$ cat config.mk
export PLATFORM = sky130hd
export DESIGN_NAME = isa_io_cycle_master_unit
export DESIGN_NICKNAME = d
export VERILOG_FILES = /design/src/rtl/iocm_pkg.sv /design/src/rtl/isa_io_cycle_master_unit.sv /design/src/rtl/iocm_cfg.sv /design/src/rtl/iocm_seq.sv /design/src/rtl/iocm_out.sv
export SDC_FILE = /design/constraint.sdc
export NUM_CORES = 1
export LEC_CHECK = 0
export BUFFER_PORTS_ARGS = -buffer_cell sky130_fd_sc_hd__clkbuf_2
export CAP_MARGIN = 20
export CORE_MARGIN = 8
export CORE_UTILIZATION = 35
export DETAILED_ROUTE_END_ITERATION = 10
export SETUP_SLACK_MARGIN = 0.2
export SYNTH_ARGS = -nofsm -noshare
export SYNTH_HDL_FRONTEND = slang
export SYNTH_SLANG_ARGS = --single-unit
$ cat constraint.sdc
create_clock -name i_clk -period 3.2 [get_ports i_clk]
set_clock_uncertainty 0.2 [all_clocks]
set_input_delay 0.16 -clock i_clk [delete_from_list [all_inputs] [get_ports i_clk]]
set_output_delay 0.16 -clock i_clk [all_outputs]
set_load 0.03 [all_outputs]
$ cat src/rtl/iocm_pkg.sv
`default_nettype none
package iocm_pkg;

    localparam int BUS_W = 16;
    localparam int CNT_W = 24;
    localparam int CFG_IDX_W = 2;
    localparam int CFG_DATA_W = 24;

    localparam int STROBE_W = 10;
    localparam int RESET_W = 24;
    localparam int ALE_W = 4;

    localparam logic [CFG_IDX_W-1:0] CFG_STROBE_MIN = 2'd0;
    localparam logic [CFG_IDX_W-1:0] CFG_RESET_TICKS = 2'd1;
    localparam logic [CFG_IDX_W-1:0] CFG_ALE_TICKS = 2'd2;

    localparam logic [STROBE_W-1:0] STROBE_RST = 10'd50;
    localparam logic [RESET_W-1:0] RESET_RST = 24'd20000;
    localparam logic [ALE_W-1:0] ALE_RST = 4'd1;

    typedef struct packed {
        logic [STROBE_W-1:0] strobe_min_ticks;
        logic [RESET_W-1:0] reset_ticks;
        logic [ALE_W-1:0] ale_ticks;
    } t_cfg;

    typedef struct packed {
        logic valid;
        logic kind;
        logic [BUS_W-1:0] address;
        logic [BUS_W-1:0] data;
        logic iochrdy;
        logic [BUS_W-1:0] bus_in;
    } t_req;

    typedef struct packed {
        logic card_reset;
        logic ale;
        logic ior_n;
        logic iow_n;
        logic dir;
        logic bus_drive;
        logic [BUS_W-1:0] bus_out;
        logic busy;
        logic done;
        logic [BUS_W-1:0] read_data;
    } t_pins;

endpackage
`default_nettype wire

$ cat src/rtl/isa_io_cycle_master_unit.sv
`default_nettype none
// Pin-level ISA I/O cycle master for a multiplexed 16-bit address/data bus.
// Each input item is one tick of sampled pins plus an optional request; each
// accepted item yields exactly one result item holding the pin levels for that
// tick. An item is taken every clock cycle while the input is not stalled, and
// its result is registered; the input stalls only while the output register
// is full and stalled. After reset card reset is held for reset_ticks items,
// then a write of 0 to address 0 runs. A cycle lasts ale_ticks items of
// address phase, strobe_min_ticks items of strobe, then as many items as it
// takes to see iochrdy high, with no timeout. Requests are taken only when
// busy_res is 0. Register writes are taken at once (cfg ready is always high).
module isa_io_cycle_master_unit (
    input  wire logic                             i_clk,
    input  wire logic                             i_rst_n,
    input  wire logic                             i_in_valid,
    output logic                                  o_in_stall,
    input  wire logic                             i_req_valid,
    input  wire logic                             i_req_type,
    input  wire logic [iocm_pkg::BUS_W-1:0]       i_req_address,
    input  wire logic [iocm_pkg::BUS_W-1:0]       i_req_data,
    input  wire logic                             i_iochrdy,
    input  wire logic [iocm_pkg::BUS_W-1:0]       i_bus_in,
    output logic                                  o_out_valid,
    input  wire logic                             i_out_stall,
    output logic                                  o_card_reset,
    output logic                                  o_ale,
    output logic                                  o_ior_n,
    output logic                                  o_iow_n,
    output logic                                  o_dir,
    output logic                                  o_bus_drive,
    output logic [iocm_pkg::BUS_W-1:0]            o_bus_out,
    output logic                                  o_busy_res,
    output logic                                  o_done_res,
    output logic [iocm_pkg::BUS_W-1:0]            o_read_data,
    input  wire logic                             i_cfg_valid,
    output logic                                  o_cfg_ready,
    input  wire logic [iocm_pkg::CFG_IDX_W-1:0]   i_cfg_index,
    input  wire logic [iocm_pkg::CFG_DATA_W-1:0]  i_cfg_data
);
    import iocm_pkg::*;

    t_cfg  cfg;
    t_req  req;
    t_pins seq_pins;
    t_pins out_pins;
    logic  accept;

    assign o_cfg_ready = 1'b1;

    assign req.valid = i_req_valid;
    assign req.kind = i_req_type;
    assign req.address = i_req_address;
    assign req.data = i_req_data;
    assign req.iochrdy = i_iochrdy;
    assign req.bus_in = i_bus_in;

    iocm_cfg u_cfg (
        .i_clk       (i_clk),
        .i_rst_n     (i_rst_n),
        .i_cfg_valid (i_cfg_valid),
        .i_cfg_index (i_cfg_index),
        .i_cfg_data  (i_cfg_data),
        .o_cfg       (cfg)
    );

    iocm_seq u_seq (
        .i_clk    (i_clk),
        .i_rst_n  (i_rst_n),
        .i_accept (accept),
        .i_req    (req),
        .i_cfg    (cfg),
        .o_pins   (seq_pins)
    );

    iocm_out u_out (
        .i_clk       (i_clk),
        .i_rst_n     (i_rst_n),
        .i_in_valid  (i_in_valid),
        .o_in_stall  (o_in_stall),
        .o_accept    (accept),
        .i_pins      (seq_pins),
        .o_out_valid (o_out_valid),
        .i_out_stall (i_out_stall),
        .o_pins      (out_pins)
    );

    assign o_card_reset = out_pins.card_reset;
    assign o_ale = out_pins.ale;
    assign o_ior_n = out_pins.ior_n;
    assign o_iow_n = out_pins.iow_n;
    assign o_dir = out_pins.dir;
    assign o_bus_drive = out_pins.bus_drive;
    assign o_bus_out = out_pins.bus_out;
    assign o_busy_res = out_pins.busy;
    assign o_done_res = out_pins.done;
    assign o_read_data = out_pins.read_data;

    a_strobes_exclusive: assert property (@(posedge i_clk) disable iff (!i_rst_n)
        o_out_valid |-> (o_ior_n || o_iow_n))
        else $error("read and write strobes low together");

    a_done_strobes_high: assert property (@(posedge i_clk) disable iff (!i_rst_n)
        (o_out_valid && o_done_res) |-> (o_ior_n && o_iow_n && o_busy_res))
        else $error("cycle completion with strobe still asserted");

    a_idle_bus_released: assert property (@(posedge i_clk) disable iff (!i_rst_n)
        (o_out_valid && !o_busy_res) |-> (!o_bus_drive && !o_dir && o_bus_out == '0))
        else $error("bus driven while idle");

    a_reset_quiet: assert property (@(posedge i_clk) disable iff (!i_rst_n)
        (o_out_valid && o_card_reset) |-> (!o_ale && !o_bus_drive && !o_done_res))
        else $error("bus activity during card reset");

endmodule
`default_nettype wire

$ cat src/rtl/iocm_cfg.sv
`default_nettype none
module iocm_cfg (
    input  wire logic                             i_clk,
    input  wire logic                             i_rst_n,
    input  wire logic                             i_cfg_valid,
    input  wire logic [iocm_pkg::CFG_IDX_W-1:0]   i_cfg_index,
    input  wire logic [iocm_pkg::CFG_DATA_W-1:0]  i_cfg_data,
    output iocm_pkg::t_cfg                        o_cfg
);
    import iocm_pkg::*;

    t_cfg r_cfg;

    always_ff @(posedge i_clk) begin
        if (!i_rst_n) begin
            r_cfg.strobe_min_ticks <= STROBE_RST;
            r_cfg.reset_ticks <= RESET_RST;
            r_cfg.ale_ticks <= ALE_RST;
        end else if (i_cfg_valid) begin
            case (i_cfg_index)
                CFG_STROBE_MIN:  r_cfg.strobe_min_ticks <= i_cfg_data[STROBE_W-1:0];
                CFG_RESET_TICKS: r_cfg.reset_ticks <= i_cfg_data[RESET_W-1:0];
                CFG_ALE_TICKS:   r_cfg.ale_ticks <= i_cfg_data[ALE_W-1:0];
                default: ;
            endcase
        end
    end

    assign o_cfg = r_cfg;

endmodule
`default_nettype wire

$ cat src/rtl/iocm_seq.sv
`default_nettype none
module iocm_seq (
    input  wire logic    i_clk,
    input  wire logic    i_rst_n,
    input  wire logic    i_accept,
    input  wire iocm_pkg::t_req i_req,
    input  wire iocm_pkg::t_cfg i_cfg,
    output iocm_pkg::t_pins o_pins
);
    import iocm_pkg::*;

    localparam logic [3:0] PH_RESET  = 4'd0;
    localparam logic [3:0] PH_IDLE   = 4'd1;
    localparam logic [3:0] PH_ADDR   = 4'd2;
    localparam logic [3:0] PH_STROBE = 4'd3;
    localparam logic [3:0] PH_WAIT   = 4'd4;

    logic [3:0]       r_phase, n_phase;
    logic [CNT_W-1:0] r_tick, n_tick;
    logic [BUS_W-1:0] r_addr, n_addr;
    logic [BUS_W-1:0] r_data, n_data;
    logic             r_kind, n_kind;
    logic [BUS_W-1:0] r_cap, n_cap;

    logic [CNT_W-1:0] span_len;
    logic [CNT_W-1:0] span_lim;
    logic             span_end;
    t_pins            pins;

    // one span compare shared by the timed phases; a zero length acts like one
    always_comb begin
        case (r_phase)
            PH_RESET: span_len = CNT_W'(i_cfg.reset_ticks);
            PH_ADDR:  span_len = CNT_W'(i_cfg.ale_ticks);
            default:  span_len = CNT_W'(i_cfg.strobe_min_ticks);
        endcase
        span_lim = (span_len == '0) ? CNT_W'(1) : span_len;
        span_end = ({1'b0, r_tick} + (CNT_W+1)'(1)) >= {1'b0, span_lim};
    end

    always_comb begin
        n_phase = r_phase;
        n_tick = r_tick;
        n_addr = r_addr;
        n_data = r_data;
        n_kind = r_kind;
        n_cap = r_cap;
        pins = '0;
        pins.ior_n = 1'b1;
        pins.iow_n = 1'b1;
        pins.busy = 1'b1;

        case (r_phase)
            PH_RESET: begin
                pins.card_reset = 1'b1;
                if (span_end) begin
                    n_addr = '0;
                    n_data = '0;
                    n_kind = 1'b0;
                    n_tick = '0;
                    n_phase = PH_ADDR;
                end else begin
                    n_tick = r_tick + CNT_W'(1);
                end
            end
            PH_ADDR: begin
                pins.ale = 1'b1;
                pins.dir = 1'b1;
                pins.bus_drive = 1'b1;
                pins.bus_out = r_addr;
                if (span_end) begin
                    n_tick = '0;
                    n_phase = PH_STROBE;
                end else begin
                    n_tick = r_tick + CNT_W'(1);
                end
            end
            PH_STROBE: begin
                if (r_kind) begin
                    pins.ior_n = 1'b0;
                end else begin
                    pins.iow_n = 1'b0;
                    pins.dir = 1'b1;
                    pins.bus_drive = 1'b1;
                    pins.bus_out = r_data;
                end
                if (span_end) begin
                    n_tick = '0;
                    n_phase = PH_WAIT;
                end else begin
                    n_tick = r_tick + CNT_W'(1);
                end
            end
            PH_WAIT: begin
                if (!r_kind) begin
                    pins.dir = 1'b1;
                    pins.bus_drive = 1'b1;
                    pins.bus_out = r_data;
                end
                if (i_req.iochrdy) begin
                    // strobe already released on the ready tick
                    if (r_kind) begin
                        n_cap = i_req.bus_in;
                    end
                    pins.done = 1'b1;
                    n_phase = PH_IDLE;
                    n_tick = '0;
                end else if (r_kind) begin
                    pins.ior_n = 1'b0;
                end else begin
                    pins.iow_n = 1'b0;
                end
            end
            default: begin
                pins.busy = 1'b0;
                if (i_req.valid) begin
                    n_addr = i_req.address;
                    n_data = i_req.data;
                    n_kind = i_req.kind;
                    n_phase = PH_ADDR;
                end else begin
                    n_phase = PH_IDLE;
                end
                n_tick = '0;
            end
        endcase
        pins.read_data = n_cap;
    end

    always_ff @(posedge i_clk) begin
        if (!i_rst_n) begin
            r_phase <= PH_RESET;
            r_tick <= '0;
            r_addr <= '0;
            r_data <= '0;
            r_kind <= 1'b0;
            r_cap <= '0;
        end else if (i_accept) begin
            r_phase <= n_phase;
            r_tick <= n_tick;
            r_addr <= n_addr;
            r_data <= n_data;
            r_kind <= n_kind;
            r_cap <= n_cap;
        end
    end

    assign o_pins = pins;

endmodule
`default_nettype wire

$ cat src/rtl/iocm_out.sv
`default_nettype none
module iocm_out (
    input  wire logic     i_clk,
    input  wire logic     i_rst_n,
    input  wire logic     i_in_valid,
    output logic          o_in_stall,
    output logic          o_accept,
    input  wire iocm_pkg::t_pins i_pins,
    output logic          o_out_valid,
    input  wire logic     i_out_stall,
    output iocm_pkg::t_pins o_pins
);
    import iocm_pkg::*;

    logic  r_valid;
    t_pins r_pins;

    // a new item enters whenever the result register is empty or being taken
    assign o_in_stall = r_valid && i_out_stall;
    assign o_accept = i_in_valid && !o_in_stall;

    always_ff @(posedge i_clk) begin
        if (!i_rst_n) begin
            r_valid <= 1'b0;
        end else if (o_accept) begin
            r_valid <= 1'b1;
        end else if (!i_out_stall) begin
            r_valid <= 1'b0;
        end
    end

    always_ff @(posedge i_clk) begin
        if (o_accept) begin
            r_pins <= i_pins;
        end
    end

    assign o_out_valid = r_valid;
    assign o_pins = r_pins;

endmodule
`default_nettype wire
Word-level counts from Yosys, hierarchy flattened. Index checks and enable logic that the tools add are counted.

Output and inout port bits: 43. Bits in registers: 156. Word-level logic and storage cells: 85. Input bits: 82.

Multiplexer cells: 35. Bitwise operators: 1. Eq/ne operators: 10. Reductions and logical operators: 16. Add/sub/neg operators: 2. Order comparisons: 1.

Operators with widths (number): 2-to-1 mux 16 bit (6); case mux 24 bit (2 select lines) (2); 2-to-1 mux 24 bit (3); case mux 16 bit (2 select lines) (2); case mux 18 bit (3 select lines) (1); adder 24 x 1 -> 25 bit, second input constant (1); greater-or-equal comparator 25 x 24 -> 1 bit (1); adder 24 x 1 -> 24 bit, second input constant (1); logical NOT 24 bit (1); 2-to-1 mux 19 bit (1); 2-to-1 mux 18 bit (1); 2-to-1 mux 4 bit (4); case mux 4 bit (4 select lines) (1); 2-to-1 mux 1 bit (10); equality test 4 x 2 -> 1 bit, second input constant (2); != test 2 x 1 -> 1 bit, second input constant (4); AND reduction 2 bit (4); OR reduction 3 bit (2); AND reduction 5 bit (1); equality test 4 x 3 -> 1 bit, second input constant (1); logical NOT 4 bit (1); 2-to-1 mux 2 bit (2); case mux 2 bit (2 select lines) (1); AND reduction 4 bit (1); other kinds (10) (11).

Logic depth before layout (Yosys ltp). Gate-level depths: netlist of run 1.

Word-level depth: 7. Gate-level depth with buffers: 17. Mapped depth without buffers: 13.

Cells and area by module. A second synthesis of run 1 with hierarchy kept.

Cell total of the unflattened synthesis: 710. Area, all modules: 7154.4 µm².

Modules (own cells, without submodules): iocm_seq (cells an instance 507, area an instance 4377.9 µm², times used 1, sequential area each 1521.5 µm²); iocm_cfg (cells an instance 157, area an instance 1521.5 µm², times used 1, sequential area each 760.7 µm²); iocm_out (cells an instance 44, area an instance 1243.7 µm², times used 1, sequential area each 1221.2 µm²); isa_io_cycle_master_unit (cells an instance 2, area an instance 11.3 µm², times used 1, sequential area each 0.0 µm²).

Worst setup path before layout of run 1. Ideal clock, no wire load.

Kind: reg-to-reg. Start point: register u_seq.r_tick[0]. End point: register u_seq.r_addr[0]. Required time: 2883 ps. Period minus slack after synthesis: 3506 ps. Stages on the path, launching flop included: 15. Arrival time: 3189 ps. Path slack: -306 ps. Cells stage by stage: dfxtp_1 -> ha_1 -> nand4_1 -> nor4_4 -> nand4_1 -> xnor2_1 -> ha_1 -> nand4_2 -> nor4_2 -> nand3_1 -> and4_4 -> buf_6 -> a31o_4 -> buf_6 -> a32o_1.

Word-level cells in the longest chain between the ends: 4.

RTL lines: start, declared (line iocm_seq.sv:19) `logic [CNT_W-1:0] r_tick, n_tick;`; start signal, assigned (line iocm_seq.sv:140) `r_tick <= n_tick;`; adder 24 x 1 -> 25 bit (line iocm_seq.sv:38) `span_end = ({1'b0, r_tick} + (CNT_W+1)'(1)) >= {1'b0, span_lim};`; greater-or-equal comparator 25 x 24 -> 1 bit (line iocm_seq.sv:38); != test 2 x 1 -> 1 bit (no line); AND reduction 4 bit (no line); end signal, assigned (line iocm_seq.sv:141) `r_addr <= n_addr;`; end, declared (line iocm_seq.sv:20) `logic [BUS_W-1:0] r_addr, n_addr;`.

No other way between the ends. A chain may end at the register's enable or synchronous reset.

Worst setup path after layout of run 1.
Start point: register u_seq.r_tick[10]. End point: register u_seq.r_data[3].

Word-level cells in the longest chain between the ends: 4.

RTL lines: adder 24 x 1 -> 25 bit (line iocm_seq.sv:38); greater-or-equal comparator 25 x 24 -> 1 bit (line iocm_seq.sv:38); != test 2 x 1 -> 1 bit (no line); AND reduction 4 bit (no line); end signal, assigned (line iocm_seq.sv:142) `r_data <= n_data;`; end, declared (line iocm_seq.sv:21) `logic [BUS_W-1:0] r_data, n_data;`.

No other way between the ends.

==> results of run 1 <==
[per-layer routing]
metal / wire length (um) / track usage (%)
met2: 9670 / 25.9
met4: 487 / 6.35
met5: 0 / 0
met3: 805 / 3.65
met1: 8920 / 18.3
[layout by cell type, fill, tap and decap left out, types with 5 or more instances in the layout]
| cell | instances |
|---|---|
| nand4_1 | 29 |
| a31oi_1 | 8 |
| nor3b_1 | 9 |
| edfxtp_1 | 39 |
| nand3_1 | 26 |
| mux2i_1 | 24 |
| o21ai_0 | 11 |
| buf_4 | 62 |
| xnor2_1 | 9 |
| a32o_1 | 33 |
| dlygate4sd3_1 | 77 |
| nor2_1 | 35 |
| a21oi_1 | 60 |
| ha_1 | 23 |
| nand2_1 | 121 |
| nor3_1 | 10 |
| dfxtp_1 | 105 |
| dfxtp_2 | 9 |
| clkbuf_16 | 17 |
| buf_6 | 6 |
| clkbuf_2 | 123 |
| a22o_1 | 16 |
| nand3_2 | 5 |
| mux2_2 | 16 |
| xor2_1 | 8 |
[worst max-delay path, delay by kind of cell, from the launching register on]
family	cells	cell delay, ps
AOI/OAI and AO/OA	3	570
DFF	1	350
buffers and inverters	2	250
adders and majority gates	1	360
and+or+nand+nor	6	1370
xor gates and xnor gates	1	110
[Yosys cell counts (all sizes together) (4+ instances only)]
| cell type | count | area [um2] |
|---|---|---|
| nand4 | 31 | 215 |
| a32o | 33 | 330 |
| clkbuf | 35 | 133 |
| nand2 | 121 | 454 |
| edfxtp | 39 | 1170 |
| or2 | 6 | 37.5 |
| a31oi | 9 | 62.6 |
| a22o | 16 | 140 |
| xor2 | 12 | 105 |
| nand3 | 31 | 155 |
| dfxtp | 115 | 2300 |
| inv | 5 | 18.8 |
| nor2 | 41 | 154 |
| nor4 | 6 | 58.8 |
| and3 | 5 | 31.3 |
| mux2 | 16 | 180 |
| ha | 25 | 313 |
| xnor2 | 10 | 87.6 |
| or3 | 4 | 25.0 |
| o21ai | 14 | 70.1 |
| nor3b | 9 | 67.6 |
| buf | 27 | 160 |
| a21oi | 64 | 324 |
| mux2i | 24 | 240 |
| nor3 | 13 | 65.1 |
[worst max path at each step]
stage | from | endpoint | depth (start not counted)
floorplan | u_seq.r_tick[7] | u_seq.r_data[0] | 14
global placement | u_seq.r_tick[12] | u_seq.r_addr[0] | 11
detailed placement | u_seq.r_tick[1] | u_seq.r_data[4] | 12
CTS | u_seq.r_tick[1] | u_seq.r_phase[1] | 13
global route | u_seq.r_tick[10] | u_seq.r_data[5] | 13
finish | u_seq.r_tick[10] | u_seq.r_data[3] | 13
[sequential cells by signal, indices dropped and copies added (netlist names)]
| register | count |
|---|---|
| u_cfg.o_cfg | 38 |
| u_out.o_out_valid | 1 |
| u_out.o_pins | 39 |
| u_seq.r_addr | 16 |
| u_seq.r_cap | 16 |
| u_seq.r_data | 16 |
| u_seq.r_kind | 1 |
| u_seq.r_phase | 3 |
| u_seq.r_tick | 24 |
[cells by family (layout without fill, tap and decap cells)]
family	Yosys count	in the layout
AO/OA/AOI/OAI	150	153
XOR/XNOR	22	22
adder cells (fa/ha/maj)	25	25
buffers and inverters	67	307
flip-flops	154	154
multiplexers	40	40
other	1	2
AND/OR/NAND/NOR	285	285
[through the flow]
step	worst slack (ps)	util [%]	power (mW)	setup TNS (ps)	instance area [um2]
after global placement	-145	41.7	2.41	-4950	8410
after floorplan	28.0	-	2.28	0	7290
after detailed placement	-195	41.7	2.41	-7110	8410
after CTS	-97.8	48.8	4.48	-2900	9850
final	-112	49.8	4.43	-3260	10100
after global routing	-254	49.8	4.60	-11170	10100
[power groups by stage]
stage | clock network (mW) | logic, mW | registers, mW
final | 1.99 | 0.393 | 2.05
after global routing | 2.12 | 0.427 | 2.06
after CTS | 2.04 | 0.387 | 2.05
after detailed placement | 0 | 0.310 | 2.10
after global placement | 0 | 0.309 | 2.10
after floorplan | 0 | 0.140 | 2.14
[repair_timing]
action	4_1_cts	5_1_grt
cloned	2	1
hold buffers	77	0
buffers inserted	4	3
endpoints found under the hold margin	108	0
setup endpoints to repair	60	60
pin swaps	6	23
resized for setup	9	33
[cell type report]
cell class	instances	area [um2]
repair buffers	270	1960
clock inverters	12	139
inverters	5	18.8
clock buffers	20	437
fillers	1904	10100
multi-input cells	526	3670
diodes	1	2.50
flip-flops and latches	154	3490
well taps	270	338
==> impl_results.md, run 1 <==
- Status: finished with violations
- Failing checks: setup timing
- Non-filler instance count after layout: 1258
- Cell Chain, Critical Path: nand4_4, or3_4, nor3_4, xor2_1, ha_1, buf_6, nand4_4, nor3_1, a22oi_2, and4_4, buf_6, a31o_4, a32o_1
- Seq/Total Area, Yosys: 48.5%
- Clock power share: 44.8%
- Largest net degree at the start of global routing: 55
- Post-synth EDFFs: 39
- Mux share of post-synthesis cell area: 5.87%
- Slew Limit Headroom: 34.4%
- Post-DRT Antenna Nets: 0
- All-layer global routing usage: 15.3%
- Reg-to-reg endpoint: u_seq.r_data[3]
- Ys flop type: dfxtp_1
- Syn_nets: 851
- Post-Syn Area per Cell: 9.63 um2
- TritonCTS Sinks: 154
- Slew Limit Fails: 0
- Asr flop ratio synth: 0%
- Maxcap violations: 0
- Setup Viol. Count Final: 49
- GPL Wtd Cong: 0.823
- Hold Crit Start: i_cfg_index[1]
- FF-to-FF path depth: 13
- Hold depth: 5
- P per Cell Area: 441 mW/mm2
- Kind of end point of the critical path: flop
- DIE WIDTH: 159 um
- H-Tree Level Count: 4
- Share of layout cells above drive strength 1: 30.4%
- Core Area: 0.0202 mm2
- Initial antenna violation count: 1
- Post-Synth XOR/XNOR Area: 2.69%
- Initial DRC count: 323
- Vias: 6365
- Yosys warns: 0
- Main combinational cell family by area after synthesis: simple AND/OR/NAND/NOR gates
- Clock transition at path regs: 60 ps
- Internal power: 3.37 mW
- Reg power frac: 46.3%
- Post-synthesis compound-gate area fraction: 14.7%
- CTS root buffer: clkbuf_16
- Least-Margin Pin Slew: 981 ps
- VDD IR max: 0.350 mV
- Synthesis-to-layout area growth: 40.2%
- Final #Nets: 1081
- CTS tree: yes
- Die height: 159 um
- Final HPWL DP: 13300 um
- Hold Slack: 45.5 ps
- Die ar.: 0.0253 mm2
- Netlist area before placement: 0.00717 mm2
- Crit-path slowest cell: or3_4
- Worst path max stage delay: 440 ps
- Min Tclk post-route: 3310 ps
- RSZ-0062 raised after global routing: yes
- Leak pwr: 4.10 nW
- Vias in the first global route: 6346
- Switch Pwr: 1.07 mW
- Total wire length: 19900 um
- I/O Pins: 125
- Drt drc: 0
- CP Max Fanout: 8
- Clock buffer depth: 2
- Clock Latency Late Sink: 420 ps
- Via/cell ratio: 5.06
- Sw Ratio: 24.1%
- Hold Crit Class: in2reg
- Comb power frac: 8.9%
- Worst EP arrival: 3430 ps
- Syn Inst Count: 744
- Fmax: 302 MHz
- Worst setup SP type: flop
- Number of port buffers: 123
- Final setup margin: -112 ps
- Library cells used by synthesis: 61
- CP Data Required Time: 3320 ps
- Cell Rows: 52
- Post-synthesis adder-cell area fraction: 4.36%
- Fin. Hold Viols: 0
- Gr ovfl total: 0
- TritonRoute pass-1 iters: 4
- Simple-gate area share of the yosys netlist: 19.5%
- Fin crit share: 104%
- WS Path Type: reg2reg
- Starting Density: 35.5%
- Register bit total from synthesis: 154
- First-pass GRT wire length: 31900 um
- Setup slack, reg-to-reg: -110 ps
- Avg WL per Cell: 15.8 um
- Placed cells: 1138
- Hold EP: u_cfg.o_cfg[28]
- Num CTS Buffers: 17
- Worst r2r src: u_seq.r_tick[10]
Power figures use the tool's default switching activity.
==> inputs of run 2 (changes only) <==
- ABC_AREA: unset -> 1
==> run 2 against run 1 <==
  * The flow now finishes without violations
  * Total power is 8.4% higher
  * Sequential power rose by 2%
  * Largest power group is now clock
  * Core utilization rose by 0.97 points
  * Via count is 8.2% higher
  * Register-to-register slack improved by 210 ps
  * Non-clock buffer count is 15 lower
  * Critical path type unchanged
  * Area after synthesis grew 5.2%
  * Routed wire length grew 8.1%
  * Critical endpoint is now u_seq.r_data[9]
==> impl_results.md, run 2 <==
- All-layer global routing usage: 16.1% (was 15.3%)
- Worst EP arrival: 3260 ps (was 3430 ps)
- Asr flop ratio synth: 0% (unchanged)
- Top-count cell post-synth: nand2_1 (unchanged)
- Die ar.: 0.0265 mm2 (was 0.0253 mm2)
- Mux share of post-synthesis cell area: 0% (was 5.87%)
- Netlist area before placement: 0.00754 mm2 (was 0.00717 mm2)
- Final setup margin: 93.0 ps (was -112 ps)
- Initial antenna violation count: 0 (was 1)
- H-Tree Level Count: 4 (unchanged)
- Pre-CTS setup slack: -14.4 ps (was -195 ps)
- Post-synthesis compound-gate area fraction: 14.7% (about the same)
- Clock buffer depth: 2 (unchanged)
- Drt drc: 0 (unchanged)
- CTS tree: yes (unchanged)
- Initial DRC count: 357 (was 323)
- Share of layout cells above drive strength 1: 31.9% (was 30.4%)
- Fmax: 322 MHz (was 302 MHz)
- Avg WL per Cell: 14.9 um (was 15.8 um)
- Vias in the first global route: 6792 (was 6346)
- WS Path Type: reg2reg (unchanged)
- Fin. Hold Viols: 0 (unchanged)
- VDD IR max: 0.429 mV (was 0.350 mV)
- Crit-path slowest cell: dfxtp_2 (was or3_4)
- Post-synthesis adder-cell area fraction: 4.15% (was 4.36%)
- Starting Density: 35.7% (was 35.5%)
- Most common cell after layout, fill and taps aside: nand2_1 (was clkbuf_2)
- Slew Limit Fails: 0 (unchanged)
- Final HPWL DP: 13900 um (was 13300 um)
- Diode count: 0 (was 1)
- Delay-heaviest family, CP: simple AND/OR/NAND/NOR gates (unchanged)
- Fin crit share: 97.1% (was 104%)
- Hold Crit Class: in2reg (unchanged)
- Setup Viol. Count Final: 0 (was 49)
- DIE WIDTH: 163 um (was 159 um)
- Clock Latency Late Sink: 430 ps (was 420 ps)
- TritonCTS Sinks: 154 (unchanged)
- Post-DRT Antenna Nets: 0 (unchanged)
- Syn_nets: 1030 (was 851)
- Cell Chain, Critical Path: ha_4, nand2_4, nor3_4, nand2_2, nor3_4, xnor2_1, inv_1, ha_1, nand2_1, nor2_2, nand2_1, nor2_1, nand2_1, nand3_2, nor2_4, nand3_4, nand2_4, buf_12, nand3_1, a21oi_2 (was nand4_4, or3_4, nor3_4, xor2_1, ha_1, buf_6, nand4_4, nor3_1, a22oi_2, and4_4, buf_6, a31o_4, a32o_1)
- Core Area: 0.0211 mm2 (was 0.0202 mm2)
- Cell Rows: 53 (was 52)
- Min Tclk post-route: 3110 ps (was 3310 ps)
- Synth area leaders: dfxtp_1, edfxtp_1, nand2_1 (unchanged)
- CP Buf/Inv Count: 2 (unchanged)
- Post-Synth XOR/XNOR Area: 2.52% (was 2.69%)
- Final setup TNS: 0 ps (was -3260 ps)
- Reg-to-reg endpoint: u_seq.r_data[9] (was u_seq.r_data[3])
- End point of the critical path: u_seq.r_data[9] (was u_seq.r_data[3])
- Ys flop type: dfxtp_1 (unchanged)
- Final #Nets: 1263 (was 1081)
- Seq/Total Area, Yosys: 46.1% (was 48.5%)
- Maxcap violations: 0 (unchanged)
- P per Cell Area: 449 mW/mm2 (was 441 mW/mm2)
- First-pass GRT wire length: 34500 um (was 31900 um)
- Post-Syn Area per Cell: 8.16 um2 (was 9.63 um2)
- Largest net degree at the start of global routing: 74 (was 55)
- GPL Wtd Cong: 0.844 (was 0.823)
- I/O Pins: 125 (unchanged)
- Setup slack, reg-to-reg: 90 ps (was -110 ps)
- Least-Margin Pin Slew: 848 ps (was 981 ps)
- TritonRoute pass-1 iters: 7 (was 4)
- Library cells used by synthesis: 44 (was 61)
- Synthesis-to-layout area growth: 42.2% (was 40.2%)
- Simple-gate area share of the yosys netlist: 24.4% (was 19.5%)
- Worst setup SP type: flop (unchanged)
- Syn Inst Count: 923 (was 744)
- Worst r2r src: u_seq.r_tick[1] (was u_seq.r_tick[10])
- Post-synth EDFFs: 39 (unchanged)
- CTS root buffer: clkbuf_16 (unchanged)
- CP Max Fanout: 12 (was 8)
- Top cell type's share of synthesized area: 30.5% (was 32.1%)
- Kind of end point of the critical path: flop (unchanged)
- Status: completed (was finished with violations)
- Gr ovfl total: 0 (unchanged)
- Die height: 163 um (was 159 um)
- Largest area contributor in the netlist: dfxtp_1 (unchanged)
- Total wire length: 21500 um (was 19900 um)
- CP Data Required Time: 3360 ps (was 3320 ps)
- Vias: 6887 (was 6365)
- Num CTS Buffers: 17 (unchanged)
- Critical path origin: u_seq.r_tick[1] (was u_seq.r_tick[10])
- Slew Limit Headroom: 43.4% (was 34.4%)
- FF-to-FF path depth: 20 (was 13)
- Most frequent cell on the critical path: nand2_1
- RSZ-0062 raised after global routing: yes (unchanged)
- Max FFs per register: 39 (unchanged)
- Clock transition at path regs: 70 ps (was 60 ps)
- Crit. path cell count: 20 (was 13)
- Register bit total from synthesis: 154 (unchanged)
- Commonest cells post-synth: nand2_1, dfxtp_1, nor2_1 (was nand2_1, dfxtp_1, a21oi_1)
- Yosys warns: 0 (unchanged)
- Worst path max stage delay: 360 ps (was 440 ps)
- Number of port buffers: 123 (unchanged)
- Main combinational cell family by area after synthesis: simple AND/OR/NAND/NOR gates (unchanged)
- Most frequent cells in the layout: nand2_1, clkbuf_2, dfxtp_1 (was clkbuf_2, nand2_1, dfxtp_1)
- Via/cell ratio: 4.77 (was 5.06)
- Leak pwr: 4.55 nW (was 4.10 nW)
-- run 2: changes by cell type after synthesis, moves of 16 or more --
cell / before / now
nand4_1: 29 / 10
o21ai_0: 11 / 57
mux2_2: 16 / 0
nand3_1: 31 / 57
a21oi_2: 1 / 20
inv_1: 4 / 92
nor2_1: 41 / 97
nand3_2: 0 / 21
mux2i_1: 24 / 0
nand2_1: 121 / 178
a32o_1: 33 / 0
-- run 2: worst register-to-register path: cells and delay by family (launching register included) --
| kind | cells | cell delay, ps |
|---|---|---|
| AND/OR/NAND/NOR | 14 | 1440 |
| flip-flops | 1 | 360 |
| buffers and inverters | 2 | 250 |
| AO/OA/AOI/OAI | 1 | 150 |
| adder cells (fa/ha/maj) | 2 | 470 |
| XOR/XNOR | 1 | 160 |
-- run 2: cells by family after synthesis --
kind of cell               Yosys count
and+or+nand+nor                    396
xor gates and xnor gates            20
DFF                                154
other                                1
AOI/OAI and AO/OA                  184
buffers and inverters              143
adders and majority gates           25
-- run 2: layout make-up --
cell class | instances | area [um2]
clock buffer | 18 | 429
clock inverter | 14 | 206
fill | 1967 | 10400
inverter | 99 | 395
multi-input combinational | 626 | 3910
sequential | 154 | 3490
tap | 275 | 344
timing repair buffer | 255 | 1900
timing repair inverter | 3 | 48.8
-- run 2: worst min-delay path by stage --
stage	startpoint	end	slack, ps	cells past startpoint
after floorplan	i_cfg_data[0]	u_cfg.o_cfg[0]	70	2
after global placement	i_cfg_data[18]	u_cfg.o_cfg[22]	180	3
after detailed placement	i_cfg_data[14]	u_cfg.o_cfg[18]	190	3
after CTS	i_cfg_index[0]	u_cfg.o_cfg[29]	5	5
after global routing	i_iochrdy	u_out.o_pins[16]	30	3
final	i_cfg_index[0]	u_cfg.o_cfg[29]	20	5
-- run 2: through the flow --
stage | utilization, % | power (mW) | cells | hold WS [ps] | cell area (um2)
6_report | 50.8 | 4.81 | 1444 | 17.2 | 10700
5_1_grt | 50.8 | 5.01 | 1444 | 30.0 | 10700
4_1_cts | 49.0 | 4.84 | 1435 | 4.58 | 10300
3_5_place_dp | 41.0 | 2.58 | 1317 | 189 | 8640
2_1_floorplan | - | 2.40 | 923 | 73.2 | 7550
3_3_place_gp | 41.0 | 2.58 | 1317 | 181 | 8640
-- run 2: routing by layer --
layer	share of wire, %	track usage [%]	routed length [um]	vias to the layer above
met2	50	26.6	10700	132
met1	45	20.6	9730	3204
met3	3.6	3.34	776	24
met5	0	0	0	-
met4	1.6	5.55	340	0
li1	-	-	-	3527
-- run 2: timing repair --
action | CTS | global route
pin swaps | 4 | 9
cloned | 3 | 1
hold buffers | 77 | 0
endpoints found under the hold margin | 104 | 0
buffers inserted | 6 | 8
resized for setup | 46 | 63
setup endpoints to repair | 60 | 60
-- run 2: report_power, final --
part / total (mW) / switching, mW / internal (mW)
combinational: 0.538 / 0.317 / 0.221
clock: 2.17 / 0.906 / 1.27
sequential: 2.10 / 0.0304 / 2.07
